### src/rtl/gbn_pkg.sv
// ----------------------------------------------------------------------------
// gbn_pkg
// Shared widths, reset values and codes of the go-back-N sender window.
// ----------------------------------------------------------------------------
package gbn_pkg;

  // Default ring depth
  localparam int WINDOW_SLOTS_DEF = 8;

  // Field widths
  localparam int CMD_W      = 2;
  localparam int SEQ_W      = 8;
  localparam int KIND_W     = 2;
  localparam int TIMEOUT_W  = 24;
  localparam int TICK_W     = 32;
  localparam int CFG_IDX_W  = 2;
  localparam int CFG_DATA_W = 24;

  // Register reset values
  localparam logic [TIMEOUT_W-1:0] TIMEOUT_RESET   = 24'd200000;
  localparam logic [SEQ_W-1:0]     FIRST_SEQ_RESET = 8'd20;

  // Command codes
  localparam logic [CMD_W-1:0] CMD_SEND = 2'd0;
  localparam logic [CMD_W-1:0] CMD_ACK  = 2'd1;
  localparam logic [CMD_W-1:0] CMD_NAK  = 2'd2;
  localparam logic [CMD_W-1:0] CMD_TICK = 2'd3;

  // Result kinds
  localparam logic [KIND_W-1:0] KIND_NEW    = 2'd0;
  localparam logic [KIND_W-1:0] KIND_RETX   = 2'd1;
  localparam logic [KIND_W-1:0] KIND_REFUSE = 2'd2;

  // Configuration register indexes
  localparam logic [CFG_IDX_W-1:0] CFG_TIMEOUT   = 2'd0;
  localparam logic [CFG_IDX_W-1:0] CFG_FIRST_SEQ = 2'd1;

endpackage

### src/rtl/gbn_ram.sv
// ----------------------------------------------------------------------------
// gbn_ram
// Generic single-write, single-read RAM with registered read data.
// ----------------------------------------------------------------------------
module gbn_ram #(
  parameter int WIDTH = 8,
  parameter int DEPTH = 8
) (
  input  logic                     clk,
  input  logic                     we,
  input  logic [$clog2(DEPTH)-1:0] waddr,
  input  logic [WIDTH-1:0]         wdata,
  input  logic [$clog2(DEPTH)-1:0] raddr,
  output logic [WIDTH-1:0]         rdata
);

  logic [WIDTH-1:0] mem [DEPTH];

  // write port
  always_ff @(posedge clk) begin
    if (we) begin
      mem[waddr] <= wdata;
    end
  end

  // registered read port
  always_ff @(posedge clk) begin
    rdata <= mem[raddr];
  end

endmodule

### src/rtl/go_back_n_sender_window_core.sv
// ----------------------------------------------------------------------------
// go_back_n_sender_window_core
// Retransmit bookkeeping for a go-back-N frame sender: slot ring, sequence
// numbers, deadlines, ACK / NAK / tick handling.
// ----------------------------------------------------------------------------
//  channel  | handshake               | payload
//  ---------+-------------------------+---------------------------------------
//  command  | start / busy            | in_cmd, in_seq_value
//  result   | out_valid (strobe)      | out_kind, out_slot, out_seq, out_last
//  config   | cfg_valid / cfg_ready   | cfg_index, cfg_data
//
//  Send: its result appears in the cycle after busy falls. NAK and tick:
//  the last result appears in the cycle after busy falls. ACK: the scan
//  stops at the first matching frame or else runs to the newest frame,
//  no result. At most WINDOW_SLOTS-1 frames are scanned; each slot is
//  read in ST_RD and then evaluated in ST_EV.
//  Synchronous active-low reset; memories hold no reset state.
//  Results cannot be stalled: each appears for one cycle with out_valid.
// ----------------------------------------------------------------------------
module go_back_n_sender_window_core #(
  parameter int WINDOW_SLOTS = gbn_pkg::WINDOW_SLOTS_DEF
) (
  input  logic                              clk,
  input  logic                              rst_n,
  // command transaction
  input  logic                              start,
  output logic                              busy,
  input  logic [gbn_pkg::CMD_W-1:0]         in_cmd,
  input  logic [gbn_pkg::SEQ_W-1:0]         in_seq_value,
  // result transaction
  output logic                              out_valid,
  output logic [gbn_pkg::KIND_W-1:0]        out_kind,
  output logic [$clog2(WINDOW_SLOTS)-1:0]   out_slot,
  output logic [gbn_pkg::SEQ_W-1:0]         out_seq,
  output logic                              out_last,
  // configuration transaction
  input  logic                              cfg_valid,
  output logic                              cfg_ready,
  input  logic [gbn_pkg::CFG_IDX_W-1:0]     cfg_index,
  input  logic [gbn_pkg::CFG_DATA_W-1:0]    cfg_data
);

  import gbn_pkg::*;

  localparam int SLOT_W = $clog2(WINDOW_SLOTS);

  // sequencer states
  localparam logic [2:0] ST_IDLE  = 3'd0;
  localparam logic [2:0] ST_SEND  = 3'd1;
  localparam logic [2:0] ST_RENEW = 3'd2;
  localparam logic [2:0] ST_RD    = 3'd3;
  localparam logic [2:0] ST_EV    = 3'd4;

  function automatic logic [SLOT_W-1:0] ring_next(input logic [SLOT_W-1:0] s);
    if (s == SLOT_W'(WINDOW_SLOTS - 1)) begin
      return '0;
    end else begin
      return s + 1'b1;
    end
  endfunction

  // control state
  logic [2:0]          state_r, state_nxt;
  logic [SLOT_W-1:0]   oldest_r, oldest_nxt;
  logic [SLOT_W-1:0]   next_slot_r, next_slot_nxt;
  logic [SLOT_W-1:0]   ptr_r, ptr_nxt;
  logic [SEQ_W-1:0]    next_seq_r, next_seq_nxt;
  logic [TICK_W-1:0]   tick_r, tick_nxt;
  logic [TIMEOUT_W-1:0] timeout_r, timeout_nxt;
  logic                on_r, on_nxt;
  logic                pend_vld_r, pend_vld_nxt;
  logic                out_valid_r, out_valid_nxt;

  // payload registers
  logic [CMD_W-1:0]    cmd_r, cmd_nxt;
  logic [SEQ_W-1:0]    val_r, val_nxt;
  logic [TICK_W-1:0]   renew_r, renew_nxt;
  logic [SLOT_W-1:0]   pend_slot_r, pend_slot_nxt;
  logic [SEQ_W-1:0]    pend_seq_r, pend_seq_nxt;
  logic [KIND_W-1:0]   out_kind_r, out_kind_nxt;
  logic [SLOT_W-1:0]   out_slot_r, out_slot_nxt;
  logic [SEQ_W-1:0]    out_seq_r, out_seq_nxt;
  logic                out_last_r, out_last_nxt;

  // memory ports
  logic                seq_we, dl_we;
  logic [SLOT_W-1:0]   seq_waddr, dl_waddr;
  logic [SEQ_W-1:0]    seq_wdata, seq_rdata;
  logic [TICK_W-1:0]   dl_wdata, dl_rdata;

  // shared adder / subtractor
  logic [TICK_W-1:0]   alu_a, alu_b, alu_y;
  logic                alu_sub;

  assign alu_y = alu_sub ? (alu_a - alu_b) : (alu_a + alu_b);

  gbn_ram #(.WIDTH(SEQ_W), .DEPTH(WINDOW_SLOTS)) u_seq_ram (
    .clk   (clk),
    .we    (seq_we),
    .waddr (seq_waddr),
    .wdata (seq_wdata),
    .raddr (ptr_r),
    .rdata (seq_rdata)
  );

  gbn_ram #(.WIDTH(TICK_W), .DEPTH(WINDOW_SLOTS)) u_dl_ram (
    .clk   (clk),
    .we    (dl_we),
    .waddr (dl_waddr),
    .wdata (dl_wdata),
    .raddr (ptr_r),
    .rdata (dl_rdata)
  );

  // sequencer and datapath
  always_comb begin
    logic hit;
    logic expired;
    logic emit;

    state_nxt     = state_r;
    oldest_nxt    = oldest_r;
    next_slot_nxt = next_slot_r;
    ptr_nxt       = ptr_r;
    next_seq_nxt  = next_seq_r;
    tick_nxt      = tick_r;
    timeout_nxt   = timeout_r;
    on_nxt        = on_r;
    pend_vld_nxt  = pend_vld_r;
    cmd_nxt       = cmd_r;
    val_nxt       = val_r;
    renew_nxt     = renew_r;
    pend_slot_nxt = pend_slot_r;
    pend_seq_nxt  = pend_seq_r;
    out_valid_nxt = 1'b0;
    out_kind_nxt  = out_kind_r;
    out_slot_nxt  = out_slot_r;
    out_seq_nxt   = out_seq_r;
    out_last_nxt  = out_last_r;

    seq_we    = 1'b0;
    seq_waddr = next_slot_r;
    seq_wdata = next_seq_r;
    dl_we     = 1'b0;
    dl_waddr  = next_slot_r;
    dl_wdata  = alu_y;

    alu_a   = tick_r;
    alu_b   = {{(TICK_W-TIMEOUT_W){1'b0}}, timeout_r};
    alu_sub = 1'b0;

    hit     = 1'b0;
    expired = 1'b0;
    emit    = 1'b0;

    unique case (state_r)
      ST_IDLE: begin
        // configuration writes
        if (cfg_valid) begin
          if (cfg_index == CFG_TIMEOUT) begin
            timeout_nxt = cfg_data[TIMEOUT_W-1:0];
          end else if (cfg_index == CFG_FIRST_SEQ) begin
            next_seq_nxt = cfg_data[SEQ_W-1:0];
          end
        end
        // command accept
        if (start) begin
          cmd_nxt      = in_cmd;
          val_nxt      = in_seq_value;
          ptr_nxt      = oldest_r;
          on_nxt       = 1'b0;
          pend_vld_nxt = 1'b0;
          unique case (in_cmd)
            CMD_SEND: state_nxt = ST_SEND;
            CMD_TICK: begin
              tick_nxt  = tick_r + 1'b1;
              state_nxt = ST_RENEW;
            end
            default:  state_nxt = ST_RD;
          endcase
        end
      end

      ST_SEND: begin
        // new frame or refusal, always a single result
        out_valid_nxt = 1'b1;
        out_slot_nxt  = next_slot_r;
        out_seq_nxt   = next_seq_r;
        out_last_nxt  = 1'b1;
        if (ring_next(next_slot_r) == oldest_r) begin
          out_kind_nxt = KIND_REFUSE;
        end else begin
          out_kind_nxt  = KIND_NEW;
          seq_we        = 1'b1;
          dl_we         = 1'b1;
          next_slot_nxt = ring_next(next_slot_r);
          next_seq_nxt  = next_seq_r + 1'b1;
        end
        state_nxt = ST_IDLE;
      end

      ST_RENEW: begin
        // renewed deadline for this tick
        renew_nxt = alu_y;
        state_nxt = ST_RD;
      end

      ST_RD: begin
        // end of scan: flush the held result as the last one
        if (ptr_r == next_slot_r) begin
          if (pend_vld_r) begin
            out_valid_nxt = 1'b1;
            out_kind_nxt  = KIND_RETX;
            out_slot_nxt  = pend_slot_r;
            out_seq_nxt   = pend_seq_r;
            out_last_nxt  = 1'b1;
          end
          pend_vld_nxt = 1'b0;
          state_nxt    = ST_IDLE;
        end else begin
          state_nxt = ST_EV;
        end
      end

      ST_EV: begin
        // expiry check: sign of deadline - tick
        alu_a   = dl_rdata;
        alu_b   = tick_r;
        alu_sub = 1'b1;
        expired = alu_y[TICK_W-1];
        hit     = (seq_rdata == val_r);
        ptr_nxt   = ring_next(ptr_r);
        state_nxt = ST_RD;
        unique case (cmd_r)
          CMD_ACK: begin
            if (hit) begin
              oldest_nxt = ptr_r;
              state_nxt  = ST_IDLE;
            end
          end
          CMD_NAK: begin
            if (hit || on_r) begin
              on_nxt = 1'b1;
              emit   = 1'b1;
            end
          end
          CMD_TICK: begin
            if (expired) begin
              dl_we    = 1'b1;
              dl_waddr = ptr_r;
              dl_wdata = renew_r;
              emit     = 1'b1;
            end
          end
          default: state_nxt = ST_IDLE;
        endcase
        // hold the new result; release the previous one as not last
        if (emit) begin
          if (pend_vld_r) begin
            out_valid_nxt = 1'b1;
            out_kind_nxt  = KIND_RETX;
            out_slot_nxt  = pend_slot_r;
            out_seq_nxt   = pend_seq_r;
            out_last_nxt  = 1'b0;
          end
          pend_vld_nxt  = 1'b1;
          pend_slot_nxt = ptr_r;
          pend_seq_nxt  = seq_rdata;
        end
      end

      default: state_nxt = ST_IDLE;
    endcase
  end

  // control registers
  always_ff @(posedge clk) begin
    if (!rst_n) begin
      state_r     <= ST_IDLE;
      oldest_r    <= '0;
      next_slot_r <= '0;
      ptr_r       <= '0;
      next_seq_r  <= FIRST_SEQ_RESET;
      tick_r      <= '0;
      timeout_r   <= TIMEOUT_RESET;
      on_r        <= 1'b0;
      pend_vld_r  <= 1'b0;
      out_valid_r <= 1'b0;
    end else begin
      state_r     <= state_nxt;
      oldest_r    <= oldest_nxt;
      next_slot_r <= next_slot_nxt;
      ptr_r       <= ptr_nxt;
      next_seq_r  <= next_seq_nxt;
      tick_r      <= tick_nxt;
      timeout_r   <= timeout_nxt;
      on_r        <= on_nxt;
      pend_vld_r  <= pend_vld_nxt;
      out_valid_r <= out_valid_nxt;
    end
  end

  // payload registers
  always_ff @(posedge clk) begin
    cmd_r       <= cmd_nxt;
    val_r       <= val_nxt;
    renew_r     <= renew_nxt;
    pend_slot_r <= pend_slot_nxt;
    pend_seq_r  <= pend_seq_nxt;
    out_kind_r  <= out_kind_nxt;
    out_slot_r  <= out_slot_nxt;
    out_seq_r   <= out_seq_nxt;
    out_last_r  <= out_last_nxt;
  end

  assign busy      = (state_r != ST_IDLE);
  assign cfg_ready = (state_r == ST_IDLE);
  assign out_valid = out_valid_r;
  assign out_kind  = out_kind_r;
  assign out_slot  = out_slot_r;
  assign out_seq   = out_seq_r;
  assign out_last  = out_last_r;

endmodule

### config.mk
export PLATFORM = sky130hd
export DESIGN_NAME = go_back_n_sender_window_core
export DESIGN_NICKNAME = d
export VERILOG_FILES = /design/src/rtl/gbn_pkg.sv /design/src/rtl/gbn_ram.sv /design/src/rtl/go_back_n_sender_window_core.sv
export SDC_FILE = /design/constraint.sdc
export NUM_CORES = 1
export LEC_CHECK = 0
export BUFFER_PORTS_ARGS = -buffer_cell sky130_fd_sc_hd__buf_2
export CAP_MARGIN = 20
export CORE_MARGIN = 5
export CORE_UTILIZATION = 56
export DETAILED_ROUTE_END_ITERATION = 16
export GPL_TIMING_DRIVEN = 1
export PLACE_DENSITY = 0.74
export SLEW_MARGIN = 20
export SYNTH_ARGS = -nofsm -noshare
export SYNTH_HDL_FRONTEND = slang
export SYNTH_SLANG_ARGS = --single-unit
### constraint.sdc
create_clock -name clk -period 5.9 [get_ports clk]
set_input_delay 0.59 -clock clk [delete_from_list [all_inputs] [get_ports clk]]
set_output_delay 0.59 -clock clk [all_outputs]
set_load 0.005 [all_outputs]
==> results.py, run 1 <==
metrics = {
    "sta": {
        "period_needed_ns": 5.600,
        "slew_violations": 0,
        "fin_crit_sh": 0.9491,
        "setup_tns_ns": 0,
        "hold_violations": 0,
        "fmax_mhz": 178.6,
        "relSlewSlack": 0.3282,
        "setup_violations": 0,
        "skew_ns": 0.03492,
        "grt_setup_unrepaired": "false",
        "worst_slew_pin_slew_ns": 1.008,
    },
    "clock_tree": {
        "cts_root_buf": "clkbuf_16",
        "cts_resized": 0,
        "cts_buffers": 51,
        "clk_path_buf_depth": 3,
        "clk_pin_slew_worst_paths_ns": 0.06,
        "insertion_delay_ns": 0.61,
        "htree_num_levels": 2,
        "clock-sinks": 506,
        "cts_tree": "built",
        "cts_setup_buffers": 0,
        "hold_buffers": 0,
    },
    "final_layout": {
        "fin_cells": 2259,
        "utilization": 0.6347,
        "n_antenna_cell": 0,
        "drive_above_1_share": 0.1792,
        "postLayoutCellArea_um2": 24530,
        "area_growth_pct": 12.16,
        "nets": 1776,
    },
    "setup_path": {
        "crit_buf_inv": 3,
        "critical_path.slowest_cell": "dfxtp_1",
        "slowest_delay_ns": 0.47,
        "crit_fanout": 34,
        "required_ns": 6.17,
        "cp.arrival_ns": 5.87,
        "crit_family": "compound AO/OA/AOI/OAI gates",
        "critPathCaptureType": "register",
        "worstPathCellList": "nor3b_4 -> inv_2 -> or4_1 -> o22a_1 -> nor2_1 -> o21ai_0 -> o21bai_1 -> o21a_1 -> o31a_1 -> ha_1 -> a21o_1 -> a21o_1 -> a21oi_1 -> o21a_1 -> nand2_1 -> a221o_1 -> mux2i_4 -> buf_12 -> a41o_1 -> buf_12",
        "critPathLaunchType": "register",
        "crit_type": "register to register",
    },
    "grt": {
        "grt_first_pass_wirelength_um": 77600,
        "grt_pass1_vias": 13260,
        "grt_overflow_total": 0,
        "track_usage": 0.2301,
        "grt_max_degree": 77,
        "antenna_found_initial": 1,
    },
    "die": {
        "rows": 72,
        "ios": 57,
        "core-area_um2": 38650,
        "start_util": 0.5659,
        "die_x_um": 207.6,
        "die_h_um": 207.6,
        "dieArea_um2": 43110,
    },
    "worst_hold_path": {
        "hp-class": "input pin to register",
    },
    "synthesis": {
        "ys_warn_count": 0,
        "synth_flop_cell": "edfxtp_1",
        "synth_top_area_share": 0.5314,
        "synth_area_um2": 21870,
        "avgSynthCellArea_um2": 13.34,
        "synth_edf_count": 387,
        "post_synth_num_cell_types": 70,
        "synth_cells": 1640,
        "async_flop_share": 0,
        "ys_seq_elements": 506,
        "ys_seq_area_frac": 0.6403,
        "synth_nets": 1718,
        "synth.area.top_cells": "edfxtp_1 53%, dfxtp_1 11%, mux4_2 8.2%, nand2_1 5.5%, mux2_2 2.2%",
        "yosys.area.top_type": "edfxtp_1",
    },
    "power_and_ir_drop": {
        "pwr-share-clk": 0.401,
        "combPwrFrac": 0.077,
        "p_switching_uw": 1869,
        "p_leak_uw": 0.008739,
        "powerDensity_nw_per_um2": 325.7,
        "power_frac_seq": 0.521,
        "switching_share": 0.2339,
        "irDropWorstVdd_uv": 241.1,
        "intPower_uw": 6120,
    },
    "drt": {
        "final_antenna_net_count": 0,
        "viasPerCell": 5.996,
        "drc": 0,
        "num_vias": 13540,
        "drt_iter0_markers": 1457,
        "wire_per_inst_um": 22.16,
        "drt-total-wl_um": 50070,
        "first_pass_iters": 5,
    },
    "placement": {
        "hpwl_um": 30430,
        "port_buffers": 56,
        "placed_area_um2": 22850,
        "place_congestion": 0.8802,
        "place_inst": 2162,
    },
    "run_status": {
        "outcome": "completed",
    },
    "run": {
        "cap_violations": 0,
    },
}
## sequential cells by signal, summed over array words and instances (netlist names), 2 cells and up
signal	count
val_r	8
next_seq_r	8
out_kind	2
out_seq	8
cmd_r	2
state_r	3
renew_r	32
ptr_r	3
next_slot_r	3
pend_seq_r	8
timeout_r	24
out_slot	3
u_seq_ram.mem	64
pend_slot_r	3
oldest_r	3
u_seq_ram.rdata	8
tick_r	32
u_dl_ram.mem	256
u_dl_ram.rdata	32
## layout by cell type (no fill, tap or decap), types with 5 or more instances in the layout
cell,Yosys,layout
a41o_1,6,6
or4_1,6,6
nand3_1,28,28
nor2_1,96,96
a31oi_1,7,7
buf_12,0,10
o21ai_0,48,48
inv_1,19,19
a21oi_1,77,77
clkbuf_1,58,13
or3_1,15,15
nor3b_1,8,6
clkinv_1,1,8
nand3b_1,5,5
nand2b_1,7,7
nor4_1,7,7
and3_1,9,9
xnor2_1,45,45
ha_1,37,37
dfxtp_1,119,116
xor2_1,35,35
edfxtp_1,387,387
buf_4,0,18
and2_1,10,10
clkbuf_8,0,5
a21boi_0,7,7
mux2_2,42,42
clkbuf_16,0,51
buf_2,2,57
nand4_1,15,15
nor3_1,21,19
nand2_1,319,319
a21o_1,15,15
o21a_1,12,12
clkinv_2,0,7
mux2i_1,7,7
mux4_2,80,80
## worst reg2reg max path: stages, from the launching register on
cell and delay (ns):
dfxtp_1 0.47, nor3b_4 0.34, inv_2 0.13, or4_1 0.44
o22a_1 0.23, nor2_1 0.16, o21ai_0 0.19, o21bai_1 0.24
o21a_1 0.20, o31a_1 0.27, ha_1 0.38, a21o_1 0.22
a21o_1 0.17, a21oi_1 0.17, o21a_1 0.15, nand2_1 0.07
a221o_1 0.41, mux2i_4 0.22, buf_12 0.27, a41o_1 0.27
buf_12 0.26
## worst paths after layout
check,start,end,slack [ns],cells after the start
setup / recovery,state_r[2],u_dl_ram.mem[1][5],0.30,20
hold / removal,in_seq_value[2],val_r[2],0.18,1
setup reg to reg,state_r[2],u_dl_ram.mem[1][5],0.30,20
hold reg to reg,u_seq_ram.rdata[4],pend_seq_r[4],0.46,0
## cells in the mapped netlist (8+ instances only)
| master | count |
|---|---|
| inv_1 | 19 |
| or3_1 | 15 |
| a21o_1 | 15 |
| nor2_1 | 96 |
| xor2_1 | 35 |
| nand3_1 | 28 |
| buf_1 | 18 |
| o21a_1 | 12 |
| nand4_1 | 15 |
| mux2_2 | 42 |
| xnor2_1 | 45 |
| ha_1 | 37 |
| and2_1 | 10 |
| mux4_2 | 80 |
| nand2_1 | 319 |
| a21oi_1 | 77 |
| nor3b_1 | 8 |
| edfxtp_1 | 387 |
| and3_1 | 9 |
| clkbuf_1 | 58 |
| nor3_1 | 21 |
| o21ai_0 | 48 |
| dfxtp_1 | 119 |
## final cells by class
cell class                      instances  area, um^2
Clock buffer                           69        1394
Clock inverter                         27       280.3
Fill cell                            2768       14120
Inverter                               22       82.58
Multi-Input combinational cell       1032        7492
Sequential cell                       506       14010
Tap cell                              518       648.1
Timing Repair Buffer                   85       620.6
## metal layers
metal,GRT usage,routed length [um]
met5,0,0
met2,0.3528,22940
met3,0.04896,4342
met4,0.06546,1065
met1,0.3389,21720
## metrics by stage
| stage | power [uW] | setup slack (ns) | hold WS (ns) |
|---|---|---|---|
| 3_5_place_dp | 4840 | 0.3472 | 0.4526 |
| 3_3_place_gp | 4818 | 0.4325 | 0.4552 |
| 5_1_grt | 8284 | 0.001400 | 0.1440 |
| 4_1_cts | 8034 | 0.2971 | 0.1426 |
| 6_report | 7989 | 0.3003 | 0.1757 |
| 2_1_floorplan | 4589 | 0.2942 | 0.4290 |
## logic make-up (layout without fill, tap and decap cells)
kind of cell	Yosys count	count (layout)	share of synthesized area
compound gates	221	221	0.06499
flops	506	506	0.6403
simple gates	561	561	0.1125
xor+xnor	82	82	0.03353
fa+ha+maj	38	38	0.02208
buf+inv	102	203	0.01831
mux	130	130	0.1082
## power groups by stage
stage | sequential, uW | clock, uW | combinational [uW]
detailed placement | 4240 | 0 | 604
global route | 4180 | 3430 | 677
floorplan | 4180 | 0 | 407
global placement | 4230 | 0 | 591
CTS | 4160 | 3260 | 614
finish | 4160 | 3210 | 619
No activity file was read; power rests on OpenSTA's default activity.
==> run 2: changes to the inputs <==
--- a/config.mk
+++ b/config.mk
@@ -8,10 +8,11 @@
 export BUFFER_PORTS_ARGS = -buffer_cell sky130_fd_sc_hd__buf_2
 export CAP_MARGIN = 20
 export CORE_MARGIN = 5
-export CORE_UTILIZATION = 56
+export CORE_UTILIZATION = 58
+export CTS_BUF_LIST = sky130_fd_sc_hd__clkbuf_4
 export DETAILED_ROUTE_END_ITERATION = 16
 export GPL_TIMING_DRIVEN = 1
-export PLACE_DENSITY = 0.74
+export PLACE_DENSITY = 0.76
 export SLEW_MARGIN = 20
 export SYNTH_ARGS = -nofsm -noshare
 export SYNTH_HDL_FRONTEND = slang
==> run 2 against run 1 <==
Sequential share of layout area down 0.71 points. Setup slack better by 0.12 ns. Register-to-register slack better by 0.12 ns. Utilization up 2.8 points. Maximum frequency up 2.2%. Clock skew up 0.061 ns. Final cell count up 7.3%. Via count up 4.1%. Critical endpoint is now u_dl_ram.mem[7][29]. Largest cell class unchanged. Largest power group unchanged.
==> results.py, run 2 (synthesis results as in run 1) <==
metrics = {
    "run": {
        "cap_violations": 0,
    },
    "grt": {
        "track_usage": 0.2412,
        "grt_pass1_vias": 13900,
        "antenna_found_initial": 3,
        "grt_max_degree": 70,
        "grt_first_pass_wirelength_um": 78160,
        "grt_overflow_total": 0,
    },
    "clock_tree": {
        "clk_pin_slew_worst_paths_ns": 0.06,
        "cts_tree": "built",
        "insertion_delay_ns": 0.87,
        "clock-sinks": 506,
        "cts_root_buf": "clkbuf_4",
        "clk_path_buf_depth": 3,
        "htree_num_levels": 3,
        "cts_buffers": 120,
    },
    "placement": {
        "place_congestion": 0.8861,
        "place_inst": 2160,
        "placed_area_um2": 22860,
        "hpwl_um": 30000,
        "port_buffers": 56,
    },
    "final_layout": {
        "nets": 1885,
        "fin_cells": 2424,
        "layout_common_cells": "387 x edfxtp_1, 319 x nand2_1, 173 x clkbuf_4",
        "regMostFlops": "u_dl_ram.mem",
        "final_common_cell": "edfxtp_1",
        "drive_above_1_share": 0.2249,
        "top_regs": "u_dl_ram.mem (256), u_seq_ram.mem (64)",
        "postLayoutCellArea_um2": 24840,
        "area_growth_pct": 13.58,
        "largest_reg_flops": 256,
    },
    "drt": {
        "drt-total-wl_um": 49230,
        "drc": 0,
        "viasPerCell": 5.816,
        "final_antenna_net_count": 0,
        "first_pass_iters": 5,
        "drt_iter0_markers": 1588,
        "num_vias": 14100,
        "wire_per_inst_um": 20.31,
    },
    "setup_path": {
        "critPathLaunchType": "register",
        "required_ns": 6.39,
        "r2r_slack_ns": 0.42,
        "cp.arrival_ns": 5.97,
        "critPathCaptureType": "register",
        "crit_fanout": 34,
        "rr_worst_depth": 20,
        "crit_type": "register to register",
    },
    "sta": {
        "relSlewSlack": 0.3056,
        "fin_crit_sh": 0.9289,
        "hold_violations": 0,
        "grt_setup_unrepaired": "false",
        "setup_tns_ns": 0,
        "period_needed_ns": 5.481,
        "fmax_mhz": 182.5,
        "skew_ns": 0.09641,
        "worst_slew_pin_slew_ns": 1.037,
        "setup_violations": 0,
        "slew_violations": 0,
    },
    "power_and_ir_drop": {
        "p_leak_uw": 0.009037,
        "irDropWorstVdd_uv": 155.4,
        "powerDensity_nw_per_um2": 308.4,
    },
    "die": {
        "dieArea_um2": 41690,
        "die_x_um": 204.2,
        "die_h_um": 204.2,
        "rows": 71,
        "start_util": 0.5834,
        "core-area_um2": 37490,
        "ios": 57,
    },
    "run_status": {
        "outcome": "completed",
    },
    "worst_hold_path": {
        "hold_path_depth": 3,
        "hp-class": "input pin to register",
    },
}
-- run 2: changes by cell type in the layout (fill, tap and decap cells not counted), sizes merged --
cell         previous run  this run
clkbuf                 69       173
dlygate4sd3             0        34
clkinv                 18        49
buf                    85        90
clkinvlp                3         1
bufinv                  4         3
diode                   0         1
-- run 2: cell type report --
class / count / area [um^2]
antenna: 1 / 2.502
clock buffer: 172 / 1291
clock inverter: 55 / 315.3
fill: 2625 / 12650
inverter: 22 / 82.58
multi-input combinational: 1032 / 7508
sequential: 506 / 14010
tap: 511 / 639.4
timing repair buffer: 125 / 987.2
-- run 2: repair_timing --
action	4_1_cts	5_1_grt
resized for setup	0	4
setup buffers	0	1
hold buffers	34	0
endpoints found under the setup margin	0	248
endpoints found under the hold margin	35	0
-- run 2: worst max-delay path, cell delays in order, from the launching register on --
cell and delay (ns):
dfxtp_2 0.40, nor3b_4 0.27, inv_2 0.11, or4_1 0.45, o22a_1 0.24, nor2_1 0.17, o21ai_0 0.19, o21bai_1 0.23
o21a_1 0.19, o31a_1 0.27, ha_1 0.38, a21o_1 0.21, a21o_1 0.17, a21oi_1 0.17, o21a_1 0.16, nand2_1 0.07
a221o_1 0.41, mux2i_4 0.22, buf_12 0.23, a41o_1 0.26, buf_4 0.28
-- run 2: final timing paths --
| check | end | start |
|---|---|---|
| hold / removal | next_seq_r[0] | cfg_index[0] |
| setup / recovery | u_dl_ram.mem[7][29] | state_r[2] |
| hold reg to reg | pend_seq_r[5] | u_seq_ram.rdata[5] |
| setup reg to reg | u_dl_ram.mem[7][29] | state_r[2] |
-- run 2: report_power, final --
part | internal [uW] | leakage, uW | switching (uW) | total (uW)
Clock | 1490 | 0.000936 | 1380 | 2870
Combinational | 236 | 0.00370 | 400 | 636
Sequential | 4050 | 0.00440 | 100 | 4150
-- run 2: per-stage QoR --
step / hold slack (ns) / util / total power (uW) / worst slack (ns)
after floorplan: 0.4290 / - / 4589 / 0.2942
after global placement: 0.4390 / 0.6099 / 4809 / 0.4484
after detailed placement: 0.4365 / 0.6099 / 4837 / 0.3217
after CTS: 0.01663 / 0.6618 / 7715 / 0.2946
after global routing: 0.05476 / 0.6626 / 8021 / 0.05597
final: 0.09104 / 0.6626 / 7661 / 0.4192
-- run 2: per-layer routing --
layer | global-route usage | share of wire | up-vias
met5 | 0 | 0.00024 | -
met4 | 0.06581 | 0.017 | 2
met3 | 0.06252 | 0.096 | 66
met2 | 0.3658 | 0.46 | 636
met1 | 0.3528 | 0.43 | 6869
li1 | - | - | 6526
